### src/hw/rtl/bpc_pkg.sv
`timescale 1ns / 1ps

package bpc_pkg;

    localparam int NUM_SW         = 4;
    localparam int CFG_W          = 16;
    localparam int NUM_CFG        = 8;
    localparam int PADDR_W        = 5;
    localparam int PDATA_W        = 32;
    localparam int CMD_W          = 2;
    localparam int CLASS_W        = 2;
    localparam int COUNT_WIDTH_DEF = 16;

    // Command codes
    localparam logic [CMD_W-1:0] CMD_SAMPLE = 2'd0;
    localparam logic [CMD_W-1:0] CMD_PRESS  = 2'd1;
    localparam logic [CMD_W-1:0] CMD_BEEP   = 2'd2;

    // Press class codes as reported
    localparam logic [CLASS_W-1:0] CLS_NONE  = 2'd0;
    localparam logic [CLASS_W-1:0] CLS_SHORT = 2'd1;
    localparam logic [CLASS_W-1:0] CLS_MID   = 2'd2;
    localparam logic [CLASS_W-1:0] CLS_LONG  = 2'd3;

    // Register indexes
    localparam logic [2:0] REG_SHORT_MID   = 3'd0;
    localparam logic [2:0] REG_MID_LONG    = 3'd1;
    localparam logic [2:0] REG_MID_PERIOD  = 3'd2;
    localparam logic [2:0] REG_LONG_PERIOD = 3'd3;
    localparam logic [2:0] REG_BEEP_DUR    = 3'd4;
    localparam logic [2:0] REG_LOW_TONE    = 3'd5;
    localparam logic [2:0] REG_MID_TONE    = 3'd6;
    localparam logic [2:0] REG_HIGH_TONE   = 3'd7;

    // Pending threshold beep per switch
    typedef enum logic [3:0] {
        STG_NONE = 4'b0001,
        STG_LOW  = 4'b0010,
        STG_MID  = 4'b0100,
        STG_HIGH = 4'b1000
    } stage_t;

    typedef struct packed {
        logic [CFG_W-1:0] short_mid_limit;
        logic [CFG_W-1:0] mid_long_limit;
        logic [CFG_W-1:0] mid_repeat_period;
        logic [CFG_W-1:0] long_repeat_period;
        logic [CFG_W-1:0] beep_duration;
        logic [CFG_W-1:0] low_tone;
        logic [CFG_W-1:0] mid_tone;
        logic [CFG_W-1:0] high_tone;
    } cfg_t;

    // Per-lane state after the current beat, plus the lane's buzzer request
    typedef struct packed {
        logic               pressed;
        logic               buz_on;
        logic [CFG_W-1:0]   tone;
        logic [CLASS_W-1:0] press_class;
        logic               mid_reached;
        logic               long_reached;
        logic               mid_repeat;
        logic               long_repeat;
        logic               beep_active;
    } lane_stat_t;

    typedef struct packed {
        logic             on;
        logic [CFG_W-1:0] prescale;
    } pwm_t;

endpackage

### src/hw/rtl/bpc_item_if.sv
`timescale 1ns / 1ps

interface bpc_item_if;
    logic                        valid;
    logic                        ready;
    logic [bpc_pkg::CMD_W-1:0]   cmd;
    logic [bpc_pkg::NUM_SW-1:0]  pin_levels;
    logic                        buzzer_enable;

    modport source (output valid, cmd, pin_levels, buzzer_enable, input ready);
    modport sink (input valid, cmd, pin_levels, buzzer_enable, output ready);
endinterface

### src/hw/rtl/bpc_result_if.sv
`timescale 1ns / 1ps

interface bpc_result_if;
    logic                         valid;
    logic                         ready;
    logic [bpc_pkg::CLASS_W-1:0]  class_sw0;
    logic [bpc_pkg::CLASS_W-1:0]  class_sw1;
    logic [bpc_pkg::CLASS_W-1:0]  class_sw2;
    logic [bpc_pkg::CLASS_W-1:0]  class_sw3;
    logic [bpc_pkg::NUM_SW-1:0]   mid_reached_mask;
    logic [bpc_pkg::NUM_SW-1:0]   long_reached_mask;
    logic [bpc_pkg::NUM_SW-1:0]   mid_repeat_mask;
    logic [bpc_pkg::NUM_SW-1:0]   long_repeat_mask;
    logic [bpc_pkg::NUM_SW-1:0]   beep_active_mask;
    logic                         buzzer_on;
    logic [bpc_pkg::CFG_W-1:0]    buzzer_prescale;

    modport source (output valid, class_sw0, class_sw1, class_sw2, class_sw3,
                    mid_reached_mask, long_reached_mask, mid_repeat_mask,
                    long_repeat_mask, beep_active_mask, buzzer_on, buzzer_prescale,
                    input ready);
    modport sink (input valid, class_sw0, class_sw1, class_sw2, class_sw3,
                  mid_reached_mask, long_reached_mask, mid_repeat_mask,
                  long_repeat_mask, beep_active_mask, buzzer_on, buzzer_prescale,
                  output ready);
endinterface

### src/hw/rtl/button_press_classifier_core.sv
`timescale 1ns / 1ps

// Button press classifier for four push buttons with threshold beeps.
//
// item channel (sink): one beat per event. cmd selects a pin sample with
// evaluation, a press-timer tick or a beep-timer tick; pin_levels and
// buzzer_enable are used by the sample only. Code 3 changes nothing.
// result channel (source): exactly one beat per item, giving the class of
// each switch, the per-switch flag masks and the buzzer state after the event.
// Timing: the result is registered and is valid in the cycle after the item
// beat. Throughput: one item per cycle while the receiver takes results; four
// lanes update all switches in the same cycle and a merging stage picks the
// buzzer state from the lanes, so one compare-and-count level sets the rate.
// Stall: a single result register parts the channels. While a result waits
// for the receiver, item.ready stays high only if that result is taken in the
// same cycle; otherwise the item side holds until the receiver drains.
// Reset (rst_n, async low): all switch state, the buzzer state and the result
// valid flag clear; configuration returns to its defaults. No clearing pass:
// items are accepted from the first cycle after reset.
// Configuration: APB-style, 16-bit registers at byte offsets 4*i; pready is
// tied high; write only while the block is idle.

module button_press_classifier_core #(
    parameter int COUNT_WIDTH = bpc_pkg::COUNT_WIDTH_DEF
) (
    input  logic                          clk,
    input  logic                          rst_n,
    bpc_item_if.sink                      item,
    bpc_result_if.source                  result,
    input  logic                          psel,
    input  logic                          penable,
    input  logic                          pwrite,
    input  logic [bpc_pkg::PADDR_W-1:0]   paddr,
    input  logic [bpc_pkg::PDATA_W-1:0]   pwdata,
    output logic [bpc_pkg::PDATA_W-1:0]   prdata,
    output logic                          pready
);

    bpc_pkg::cfg_t        cfg_reg;
    logic [2:0]           reg_idx;
    logic                 cfg_wr;
    logic [bpc_pkg::CFG_W-1:0] cfg_rd;

    logic                 step;
    bpc_pkg::lane_stat_t  stat [bpc_pkg::NUM_SW];
    bpc_pkg::pwm_t        pwm_next;

    logic                 out_valid_reg;
    bpc_pkg::lane_stat_t  out_stat_reg [bpc_pkg::NUM_SW];
    bpc_pkg::pwm_t        out_pwm_reg;

    // ---------------- configuration port ----------------
    assign pready  = 1'b1;
    assign reg_idx = paddr[4:2];
    assign cfg_wr  = psel && penable && pwrite && pready;

    always_ff @(posedge clk or negedge rst_n)
    begin
        if (!rst_n)
        begin
            cfg_reg.short_mid_limit    <= 16'd50;
            cfg_reg.mid_long_limit     <= 16'd200;
            cfg_reg.mid_repeat_period  <= 16'd20;
            cfg_reg.long_repeat_period <= 16'd5;
            cfg_reg.beep_duration      <= 16'd10;
            cfg_reg.low_tone           <= 16'd400;
            cfg_reg.mid_tone           <= 16'd300;
            cfg_reg.high_tone          <= 16'd200;
        end
        else if (cfg_wr)
        begin
            unique case (reg_idx)
                bpc_pkg::REG_SHORT_MID:   cfg_reg.short_mid_limit    <= pwdata[15:0];
                bpc_pkg::REG_MID_LONG:    cfg_reg.mid_long_limit     <= pwdata[15:0];
                bpc_pkg::REG_MID_PERIOD:  cfg_reg.mid_repeat_period  <= pwdata[15:0];
                bpc_pkg::REG_LONG_PERIOD: cfg_reg.long_repeat_period <= pwdata[15:0];
                bpc_pkg::REG_BEEP_DUR:    cfg_reg.beep_duration      <= pwdata[15:0];
                bpc_pkg::REG_LOW_TONE:    cfg_reg.low_tone           <= pwdata[15:0];
                bpc_pkg::REG_MID_TONE:    cfg_reg.mid_tone           <= pwdata[15:0];
                bpc_pkg::REG_HIGH_TONE:   cfg_reg.high_tone          <= pwdata[15:0];
                default:                  cfg_reg.high_tone          <= cfg_reg.high_tone;
            endcase
        end
    end

    always_comb
    begin
        unique case (reg_idx)
            bpc_pkg::REG_SHORT_MID:   cfg_rd = cfg_reg.short_mid_limit;
            bpc_pkg::REG_MID_LONG:    cfg_rd = cfg_reg.mid_long_limit;
            bpc_pkg::REG_MID_PERIOD:  cfg_rd = cfg_reg.mid_repeat_period;
            bpc_pkg::REG_LONG_PERIOD: cfg_rd = cfg_reg.long_repeat_period;
            bpc_pkg::REG_BEEP_DUR:    cfg_rd = cfg_reg.beep_duration;
            bpc_pkg::REG_LOW_TONE:    cfg_rd = cfg_reg.low_tone;
            bpc_pkg::REG_MID_TONE:    cfg_rd = cfg_reg.mid_tone;
            bpc_pkg::REG_HIGH_TONE:   cfg_rd = cfg_reg.high_tone;
            default:                  cfg_rd = '0;
        endcase
    end

    assign prdata = bpc_pkg::PDATA_W'(cfg_rd);

    // ---------------- handshake ----------------
    // take a new beat whenever the result register is empty or being drained
    assign item.ready = !out_valid_reg || result.ready;
    assign step       = item.valid && item.ready;

    // ---------------- switch lanes ----------------
    for (genvar g = 0; g < bpc_pkg::NUM_SW; g++)
    begin : g_lane
        bpc_lane #(
            .CNT_W (COUNT_WIDTH)
        ) u_lane (
            .clk    (clk),
            .rst_n  (rst_n),
            .step   (step),
            .cmd    (item.cmd),
            .pin    (item.pin_levels[g]),
            .enable (item.buzzer_enable),
            .cfg    (cfg_reg),
            .stat   (stat[g])
        );
    end

    // ---------------- buzzer merge ----------------
    bpc_merge u_merge (
        .clk      (clk),
        .rst_n    (rst_n),
        .sample   (step && (item.cmd == bpc_pkg::CMD_SAMPLE)),
        .stat     (stat),
        .pwm_next (pwm_next)
    );

    // ---------------- result register ----------------
    always_ff @(posedge clk or negedge rst_n)
    begin
        if (!rst_n)
        begin
            out_valid_reg <= 1'b0;
        end
        else if (step)
        begin
            out_valid_reg <= 1'b1;
        end
        else if (result.ready)
        begin
            out_valid_reg <= 1'b0;
        end
    end

    // capture the state after the beat; payload needs no reset
    always_ff @(posedge clk)
    begin
        if (step)
        begin
            out_stat_reg <= stat;
            out_pwm_reg  <= pwm_next;
        end
    end

    assign result.valid           = out_valid_reg;
    assign result.class_sw0       = out_stat_reg[0].press_class;
    assign result.class_sw1       = out_stat_reg[1].press_class;
    assign result.class_sw2       = out_stat_reg[2].press_class;
    assign result.class_sw3       = out_stat_reg[3].press_class;
    assign result.buzzer_on       = out_pwm_reg.on;
    assign result.buzzer_prescale = out_pwm_reg.prescale;

    always_comb
    begin
        for (int i = 0; i < bpc_pkg::NUM_SW; i++)
        begin
            result.mid_reached_mask[i]  = out_stat_reg[i].mid_reached;
            result.long_reached_mask[i] = out_stat_reg[i].long_reached;
            result.mid_repeat_mask[i]   = out_stat_reg[i].mid_repeat;
            result.long_repeat_mask[i]  = out_stat_reg[i].long_repeat;
            result.beep_active_mask[i]  = out_stat_reg[i].beep_active;
        end
    end

`ifndef SYNTHESIS
    // every accepted beat shows up as a result in the next cycle
    a_beat_to_result: assert property (@(posedge clk) disable iff (!rst_n)
        step |=> out_valid_reg)
        else $error("accepted beat did not produce a result");

    // input is held off only by a result that the receiver refuses
    a_ready_backpressure: assert property (@(posedge clk) disable iff (!rst_n)
        !item.ready |-> (out_valid_reg && !result.ready))
        else $error("input stalled without output backpressure");

    // a result that was not taken and not replaced stays put
    a_result_kept: assert property (@(posedge clk) disable iff (!rst_n)
        (out_valid_reg && !result.ready) |=> (out_valid_reg && $stable(out_pwm_reg)))
        else $error("pending result dropped or changed");
`endif

endmodule

### src/hw/rtl/bpc_lane.sv
`timescale 1ns / 1ps

module bpc_lane #(
    parameter int CNT_W = bpc_pkg::COUNT_WIDTH_DEF
) (
    input  logic                       clk,
    input  logic                       rst_n,
    input  logic                       step,
    input  logic [bpc_pkg::CMD_W-1:0]  cmd,
    input  logic                       pin,
    input  logic                       enable,
    input  bpc_pkg::cfg_t              cfg,
    output bpc_pkg::lane_stat_t        stat
);

    localparam int CMP_W = (CNT_W > bpc_pkg::CFG_W) ? CNT_W : bpc_pkg::CFG_W;

    logic                          pressed_reg, pressed_next;
    logic [bpc_pkg::CLASS_W-1:0]   class_reg, class_next;
    bpc_pkg::stage_t               stage_reg, stage_next, stage_s;
    logic [CNT_W-1:0]              hold_reg, hold_next;
    logic [CNT_W-1:0]              mid_cnt_reg, mid_cnt_next;
    logic [CNT_W-1:0]              long_cnt_reg, long_cnt_next;
    logic                          mid_reached_reg, mid_reached_next;
    logic                          long_reached_reg, long_reached_next;
    logic                          mid_repeat_reg, mid_repeat_next;
    logic                          long_repeat_reg, long_repeat_next;
    logic                          beep_active_reg, beep_active_next;
    logic [CNT_W-1:0]              beep_ticks_reg, beep_ticks_next;
    logic [bpc_pkg::CFG_W-1:0]     beep_tone_reg, beep_tone_next;

    logic             hold_le_short, hold_le_long;
    logic [CNT_W-1:0] mid_inc, long_inc, beep_inc;

    function automatic logic [CNT_W-1:0] sat_inc(input logic [CNT_W-1:0] v);
        return (v == {CNT_W{1'b1}}) ? v : v + CNT_W'(1);
    endfunction

    assign hold_le_short = CMP_W'(hold_reg) <= CMP_W'(cfg.short_mid_limit);
    assign hold_le_long  = CMP_W'(hold_reg) <= CMP_W'(cfg.mid_long_limit);
    assign mid_inc  = sat_inc(mid_cnt_reg);
    assign long_inc = sat_inc(long_cnt_reg);
    assign beep_inc = sat_inc(beep_ticks_reg);

    always_comb
    begin
        pressed_next      = pressed_reg;
        class_next        = class_reg;
        stage_next        = stage_reg;
        hold_next         = hold_reg;
        mid_cnt_next      = mid_cnt_reg;
        long_cnt_next     = long_cnt_reg;
        mid_reached_next  = mid_reached_reg;
        long_reached_next = long_reached_reg;
        mid_repeat_next   = mid_repeat_reg;
        long_repeat_next  = long_repeat_reg;
        beep_active_next  = beep_active_reg;
        beep_ticks_next   = beep_ticks_reg;
        beep_tone_next    = beep_tone_reg;
        // restart the tone sequence on the press edge only
        stage_s           = pressed_reg ? stage_reg : bpc_pkg::STG_LOW;

        unique case (cmd)
            bpc_pkg::CMD_SAMPLE:
            begin
                pressed_next = pin;
                if (!pin)
                begin
                    class_next        = bpc_pkg::CLS_NONE;
                    stage_next        = bpc_pkg::STG_NONE;
                    mid_reached_next  = 1'b0;
                    long_reached_next = 1'b0;
                    mid_repeat_next   = 1'b0;
                    long_repeat_next  = 1'b0;
                    hold_next         = '0;
                    beep_ticks_next   = '0;
                end
                else
                begin
                    stage_next = stage_s;
                    if (hold_le_short)
                    begin
                        class_next = bpc_pkg::CLS_SHORT;
                        if (stage_s == bpc_pkg::STG_LOW)
                        begin
                            beep_active_next = 1'b1;
                            beep_tone_next   = cfg.low_tone;
                            stage_next       = bpc_pkg::STG_MID;
                        end
                    end
                    else if (hold_le_long)
                    begin
                        class_next = bpc_pkg::CLS_MID;
                        if (stage_s == bpc_pkg::STG_MID)
                        begin
                            beep_active_next = 1'b1;
                            beep_tone_next   = cfg.mid_tone;
                            stage_next       = bpc_pkg::STG_HIGH;
                            mid_reached_next = 1'b1;
                        end
                    end
                    else
                    begin
                        class_next = bpc_pkg::CLS_LONG;
                        if (stage_s == bpc_pkg::STG_HIGH)
                        begin
                            beep_active_next  = 1'b1;
                            beep_tone_next    = cfg.high_tone;
                            stage_next        = bpc_pkg::STG_NONE;
                            long_reached_next = 1'b1;
                        end
                    end
                end
            end
            bpc_pkg::CMD_PRESS:
            begin
                if (hold_le_long)
                begin
                    hold_next = sat_inc(hold_reg);
                end
                if (class_reg == bpc_pkg::CLS_MID)
                begin
                    if (CMP_W'(mid_inc) > CMP_W'(cfg.mid_repeat_period))
                    begin
                        mid_cnt_next    = '0;
                        mid_repeat_next = 1'b1;
                    end
                    else
                    begin
                        mid_cnt_next = mid_inc;
                    end
                end
                else if (class_reg == bpc_pkg::CLS_LONG)
                begin
                    if (CMP_W'(long_inc) > CMP_W'(cfg.long_repeat_period))
                    begin
                        long_cnt_next    = '0;
                        long_repeat_next = 1'b1;
                    end
                    else
                    begin
                        long_cnt_next = long_inc;
                    end
                end
            end
            bpc_pkg::CMD_BEEP:
            begin
                if (beep_active_reg)
                begin
                    if (CMP_W'(beep_inc) > CMP_W'(cfg.beep_duration))
                    begin
                        beep_active_next = 1'b0;
                        beep_ticks_next  = '0;
                    end
                    else
                    begin
                        beep_ticks_next = beep_inc;
                    end
                end
            end
            default:
            begin
            end
        endcase
    end

    always_ff @(posedge clk or negedge rst_n)
    begin
        if (!rst_n)
        begin
            pressed_reg      <= 1'b0;
            class_reg        <= bpc_pkg::CLS_NONE;
            stage_reg        <= bpc_pkg::STG_NONE;
            hold_reg         <= '0;
            mid_cnt_reg      <= '0;
            long_cnt_reg     <= '0;
            mid_reached_reg  <= 1'b0;
            long_reached_reg <= 1'b0;
            mid_repeat_reg   <= 1'b0;
            long_repeat_reg  <= 1'b0;
            beep_active_reg  <= 1'b0;
            beep_ticks_reg   <= '0;
            beep_tone_reg    <= '0;
        end
        else if (step)
        begin
            pressed_reg      <= pressed_next;
            class_reg        <= class_next;
            stage_reg        <= stage_next;
            hold_reg         <= hold_next;
            mid_cnt_reg      <= mid_cnt_next;
            long_cnt_reg     <= long_cnt_next;
            mid_reached_reg  <= mid_reached_next;
            long_reached_reg <= long_reached_next;
            mid_repeat_reg   <= mid_repeat_next;
            long_repeat_reg  <= long_repeat_next;
            beep_active_reg  <= beep_active_next;
            beep_ticks_reg   <= beep_ticks_next;
            beep_tone_reg    <= beep_tone_next;
        end
    end

    always_comb
    begin
        stat.pressed      = pressed_next;
        stat.buz_on       = enable && beep_active_next;
        stat.tone         = beep_tone_next;
        stat.press_class  = class_next;
        stat.mid_reached  = mid_reached_next;
        stat.long_reached = long_reached_next;
        stat.mid_repeat   = mid_repeat_next;
        stat.long_repeat  = long_repeat_next;
        stat.beep_active  = beep_active_next;
    end

`ifndef SYNTHESIS
    // the long beep can only follow the mid beep of the same press
    a_long_after_mid: assert property (@(posedge clk) disable iff (!rst_n)
        long_reached_reg |-> mid_reached_reg)
        else $error("long threshold reached without mid threshold");

    // a switch with no class carries no threshold or repeat flags
    a_none_clean: assert property (@(posedge clk) disable iff (!rst_n)
        (class_reg == bpc_pkg::CLS_NONE) |->
            !(mid_reached_reg || long_reached_reg || mid_repeat_reg || long_repeat_reg))
        else $error("flags set on a switch with no press class");

    // a released switch has no pending tone
    a_released_idle: assert property (@(posedge clk) disable iff (!rst_n)
        !pressed_reg |-> (stage_reg == bpc_pkg::STG_NONE))
        else $error("tone pending on a released switch");
`endif

endmodule

### src/hw/rtl/bpc_merge.sv
`timescale 1ns / 1ps

module bpc_merge (
    input  logic                 clk,
    input  logic                 rst_n,
    input  logic                 sample,
    input  bpc_pkg::lane_stat_t  stat [bpc_pkg::NUM_SW],
    output bpc_pkg::pwm_t        pwm_next
);

    bpc_pkg::pwm_t pwm_reg;

    // walk lanes upward: the highest pressed switch sets the run state,
    // the prescale follows the highest pressed switch that sounds
    always_comb
    begin
        pwm_next = pwm_reg;
        if (sample)
        begin
            for (int i = 0; i < bpc_pkg::NUM_SW; i++)
            begin
                if (stat[i].pressed)
                begin
                    pwm_next.on = stat[i].buz_on;
                    if (stat[i].buz_on)
                    begin
                        pwm_next.prescale = stat[i].tone;
                    end
                end
            end
        end
    end

    always_ff @(posedge clk or negedge rst_n)
    begin
        if (!rst_n)
        begin
            pwm_reg <= '0;
        end
        else
        begin
            pwm_reg <= pwm_next;
        end
    end

endmodule
### src/flat_wrapper.sv
// flat-port wrapper written by rule: the top's interface ports become plain ports
module button_press_classifier_core_flat 
#(
    parameter int COUNT_WIDTH = bpc_pkg::COUNT_WIDTH_DEF
)
  (clk, rst_n, psel, penable, pwrite, paddr, pwdata, prdata, pready, item_valid, item_cmd, item_pin_levels, item_buzzer_enable, item_ready, result_valid, result_class_sw0, result_class_sw1, result_class_sw2, result_class_sw3, result_mid_reached_mask, result_long_reached_mask, result_mid_repeat_mask, result_long_repeat_mask, result_beep_active_mask, result_buzzer_on, result_buzzer_prescale, result_ready);
  bpc_item_if item_i ();
  bpc_result_if result_i ();
  input  logic clk;
  input  logic rst_n;
  input  logic psel;
  input  logic penable;
  input  logic pwrite;
  input  logic [bpc_pkg::PADDR_W-1:0] paddr;
  input  logic [bpc_pkg::PDATA_W-1:0] pwdata;
  output logic [bpc_pkg::PDATA_W-1:0] prdata;
  output logic pready;
  input wire logic [$bits(item_i.valid)-1:0] item_valid;
  input wire logic [$bits(item_i.cmd)-1:0] item_cmd;
  input wire logic [$bits(item_i.pin_levels)-1:0] item_pin_levels;
  input wire logic [$bits(item_i.buzzer_enable)-1:0] item_buzzer_enable;
  output wire logic [$bits(item_i.ready)-1:0] item_ready;
  output wire logic [$bits(result_i.valid)-1:0] result_valid;
  output wire logic [$bits(result_i.class_sw0)-1:0] result_class_sw0;
  output wire logic [$bits(result_i.class_sw1)-1:0] result_class_sw1;
  output wire logic [$bits(result_i.class_sw2)-1:0] result_class_sw2;
  output wire logic [$bits(result_i.class_sw3)-1:0] result_class_sw3;
  output wire logic [$bits(result_i.mid_reached_mask)-1:0] result_mid_reached_mask;
  output wire logic [$bits(result_i.long_reached_mask)-1:0] result_long_reached_mask;
  output wire logic [$bits(result_i.mid_repeat_mask)-1:0] result_mid_repeat_mask;
  output wire logic [$bits(result_i.long_repeat_mask)-1:0] result_long_repeat_mask;
  output wire logic [$bits(result_i.beep_active_mask)-1:0] result_beep_active_mask;
  output wire logic [$bits(result_i.buzzer_on)-1:0] result_buzzer_on;
  output wire logic [$bits(result_i.buzzer_prescale)-1:0] result_buzzer_prescale;
  input wire logic [$bits(result_i.ready)-1:0] result_ready;
  assign item_i.valid = item_valid;
  assign item_i.cmd = item_cmd;
  assign item_i.pin_levels = item_pin_levels;
  assign item_i.buzzer_enable = item_buzzer_enable;
  assign item_ready = item_i.ready;
  assign result_valid = result_i.valid;
  assign result_class_sw0 = result_i.class_sw0;
  assign result_class_sw1 = result_i.class_sw1;
  assign result_class_sw2 = result_i.class_sw2;
  assign result_class_sw3 = result_i.class_sw3;
  assign result_mid_reached_mask = result_i.mid_reached_mask;
  assign result_long_reached_mask = result_i.long_reached_mask;
  assign result_mid_repeat_mask = result_i.mid_repeat_mask;
  assign result_long_repeat_mask = result_i.long_repeat_mask;
  assign result_beep_active_mask = result_i.beep_active_mask;
  assign result_buzzer_on = result_i.buzzer_on;
  assign result_buzzer_prescale = result_i.buzzer_prescale;
  assign result_i.ready = result_ready;
  button_press_classifier_core #(.COUNT_WIDTH(COUNT_WIDTH)) u_core (.clk(clk), .rst_n(rst_n), .item(item_i), .result(result_i), .psel(psel), .penable(penable), .pwrite(pwrite), .paddr(paddr), .pwdata(pwdata), .prdata(prdata), .pready(pready));
endmodule
### config.mk
export PLATFORM = sky130hd
export DESIGN_NAME = button_press_classifier_core_flat
export DESIGN_NICKNAME = d
export VERILOG_FILES = /design/src/hw/rtl/bpc_pkg.sv /design/src/hw/rtl/bpc_item_if.sv /design/src/hw/rtl/bpc_result_if.sv /design/src/hw/rtl/button_press_classifier_core.sv /design/src/hw/rtl/bpc_lane.sv /design/src/hw/rtl/bpc_merge.sv /design/src/flat_wrapper.sv
export SDC_FILE = /design/constraint.sdc
export NUM_CORES = 2
export LEC_CHECK = 0
export BUFFER_PORTS_ARGS = -buffer_cell sky130_fd_sc_hd__clkbuf_2
export CAP_MARGIN = 15
export CORE_MARGIN = 4
export CORE_UTILIZATION = 31
export DETAILED_ROUTE_END_ITERATION = 8
export SYNTH_ARGS = -nofsm -noshare
export SYNTH_HDL_FRONTEND = slang
export SYNTH_SLANG_ARGS = --single-unit
export TNS_END_PERCENT = 30
### constraint.sdc
create_clock -name clk -period 7.75 [get_ports clk]
set_clock_uncertainty 0.2 [all_clocks]
set_input_delay 0.775 -clock clk [delete_from_list [all_inputs] [get_ports clk]]
set_output_delay 0.775 -clock clk [all_outputs]
set_load 0.005 [all_outputs]
==> run metrics <==
Sw Pwr about 3400 uW; # Post-CTS Setup Buffers 0; core area between 0.1 and 0.15 mm^2; post-synth cell types 94; Layout Cells excl Fill ~6100; vias between 30000 and 40000; Net Sw Frac 0.351; Mapped Avg Cell Area about 8.7 um^2; crit path launch type register; failing checks hold timing; Setup crit end kind register; Synth Flop Type dfrtp_1; routed length per instance about 22 um; Chip Width 359 um; status complete, but fails checks; CTS H-tree depth 3; Layout Nets 4782; EDFF count, synth 45; DRT iter0 DRCs ~3900; Cell Pwr Density between 200 and 250 mW/mm^2; pin count of the biggest net entering global routing roughly 180; P&R area growth vs syn 12.0%; Post-Route WL about 130000 um; sequential share of the synthesized area 0.374; Synth area leaders dfrtp_1, ha_1, nand2_1; CTS clock-pin slew for the worst setup and hold paths 0.06 ns; initial antenna violation count 13; Detail Route Antenna Nets 0; post-synth top area share 0.320; reg2reg start u_core.g_lane[0].u_lane.beep_ticks_reg[4]$_DFFE_PN0P_; Inst Count DP around 5900; Worst R2R End u_core.result.buzzer_prescale[9]$_DFFE_PP_; Gate power share 0.249; Die Area ~0.13 mm^2; Yosys top cell by area dfrtp_1; CP arrival roughly 5.8 ns; CP delay by family, top simple AND/OR/NAND/NOR gates; Hold Path Class in2async; global route overflow 0; RSZ-0062 raised after global routing false; asr flop ratio synth 0.919; crit-path max FO 33; FMAX roughly 180 MHz; Yosys warnings 0; Placement Rows approximately 130; CTS Buf Count ~70; setup TNS 0 ns; CP max stage cell nor3_1; Port Buffer Count 95; count of pins over their slew limit 0; Placer Congestion about 0.94; first-pass GRT wire length between 150000 and 200000 um; clock group share of total power 0.356; worst slew pin tran ~1.2 ns; worst reg2reg path depth 19; IO Pins between 100 and 150; worst vdd ir between 0.00015 and 0.0002 V; Tmin final between 5 and 6 ns; cts hold-fix bufs 0; gr usage total 0.200; Sink Count approximately 560; Final setup viols 0; vias per inst 5.69; Worst-Skew Late Latency approximately 0.66 ns; CTS tree done; layout cells sized above 1 0.0953; Post-route DRC 0; worst rel slew slack 0.212; final hold vios 3; crit path cell chain and4_1, and2_1, and3_1, nand3_1, nor3_1, nor2_1, and2_1, xor2_1, ha_1, nand4_1, a211oi_1, a21oi_1, a21oi_1, nand3_1, o311ai_4, buf_4, nand2_1, o211a_1, a211oi_1; R2R setup slack 2.11 ns; CP required 7.92 ns; Tot Pwr a little under 10000 uW; P_leak approximately 0.019 uW; Syn Inst Count ~4400; Initial Util 0.312; commonest non-fill, non-tap cell in the layout nand2_1; commonest non-fill, non-tap cells in the layout nand2_1, dfrtp_1, nor2_1; Gates resized, CTS repair 0; fin crit share 0.728; Max-Cap Viols 0; Final Core Density 0.350; DR pass1 iterations 7; proportion of power drawn by flip-flops and latches 0.395; Yosys reg bits 559; critical path type reg2reg; Worst path max stage delay 0.57 ns; clock root buffer clkbuf_16; synthesized area around 0.038 mm^2; Die H approximately 360 um; Pint between 6000 and 7000 uW; buffers and inverters on the worst path 1; max reg flops approximately 130; hold slack -0.0203 ns; vias in the first global route around 32000; Clock Path Buffers 3; dpl hpwl roughly 96000 um
## power by group through the flow
stage                     Sequential, uW  Combinational (uW)  Clock (uW)
after floorplan                     3670                1570           0
after global placement              3860                2300           0
after detailed placement            3870                2380           0
after CTS                           3830                2390        3540
after global routing                3890                2680        3650
final                               3860                2430        3480
## per-layer routing
metal	share of wire	global-route usage	up-vias
li1	-	-	16000
met1	0.44	0.283	16800
met2	0.42	0.295	1477
met3	0.10	0.0492	272
met4	0.036	0.0708	18
met5	0.0010	0	-
## worst reg2reg max path, cell delays in order, from the launching register on
cell and delay [ns]:
dfrtp_1 0.50, and4_1 0.26, and2_1 0.18, and3_1 0.21, nand3_1 0.13, nor3_1 0.57, nor2_1 0.23, and2_1 0.23
xor2_1 0.16, ha_1 0.33, nand4_1 0.13, a211oi_1 0.25, a21oi_1 0.10, a21oi_1 0.38, nand3_1 0.27, o311ai_4 0.15
buf_4 0.38, nand2_1 0.11, o211a_1 0.13, a211oi_1 0.46
## cell type report
class | count | area, um^2
Inverter | 136 | 513
Clock buffer | 92 | 1920
Timing Repair Buffer | 148 | 916
Sequential cell | 559 | 14200
Tap cell | 1625 | 2030
Clock inverter | 34 | 459
Antenna cell | 2 | 5.00
Multi-Input combinational cell | 3481 | 22600
Fill cell | 12600 | 79300
## cells in the mapped netlist, types with 54 or more instances
library cell,number
nand4_1,119
nand2_1,636
and3_1,54
mux2_2,87
nor2_1,380
inv_1,135
xor2_1,55
xnor2_1,113
o22ai_1,77
a22o_1,75
a21oi_1,239
clkbuf_1,174
nand3_1,154
o21ai_0,352
nor3_1,94
o21a_1,69
dfrtp_1,488
a21o_1,55
ha_1,336
## worst max-delay path by stage
stage / startpoint / to / slack [ns] / cells after the start
floorplan: u_core.g_lane[2].u_lane.beep_ticks_reg[3]$_DFFE_PN0P_ / u_core.result.buzzer_prescale[4]$_DFFE_PP_ / 3.05 / 23
global placement: u_core.g_lane[0].u_lane.beep_ticks_reg[4]$_DFFE_PN0P_ / u_core.result.buzzer_prescale[9]$_DFFE_PP_ / 2.19 / 19
detailed placement: u_core.g_lane[0].u_lane.beep_ticks_reg[4]$_DFFE_PN0P_ / u_core.result.buzzer_prescale[9]$_DFFE_PP_ / 2.07 / 19
CTS: u_core.g_lane[0].u_lane.beep_ticks_reg[4]$_DFFE_PN0P_ / u_core.result.buzzer_prescale[9]$_DFFE_PP_ / 2.05 / 19
global route: u_core.g_lane[1].u_lane.beep_ticks_reg[4]$_DFFE_PN0P_ / u_core.result.buzzer_prescale[11]$_DFFE_PP_ / 1.74 / 20
finish: u_core.g_lane[0].u_lane.beep_ticks_reg[4]$_DFFE_PN0P_ / u_core.result.buzzer_prescale[9]$_DFFE_PP_ / 2.11 / 19
## kinds of logic after synthesis
logic type,share of synthesized area
simple gates,0.196
compound gates,0.206
flops,0.374
buf+inv,0.0362
fa+ha+maj,0.110
xor+xnor,0.0386
mux,0.0389
other cells,0.000197
## per-stage QoR
step	setup slack (ns)	area (um^2)	hold WS [ns]
final	2.11	42700	-0.0203
after global placement	2.19	40300	0.250
after CTS	2.05	42700	0.0301
after detailed placement	2.07	40300	0.259
after floorplan	3.05	38200	0.242
after global routing	1.74	42700	0.0855
Note: power is estimated with default switching activity, not from simulation.
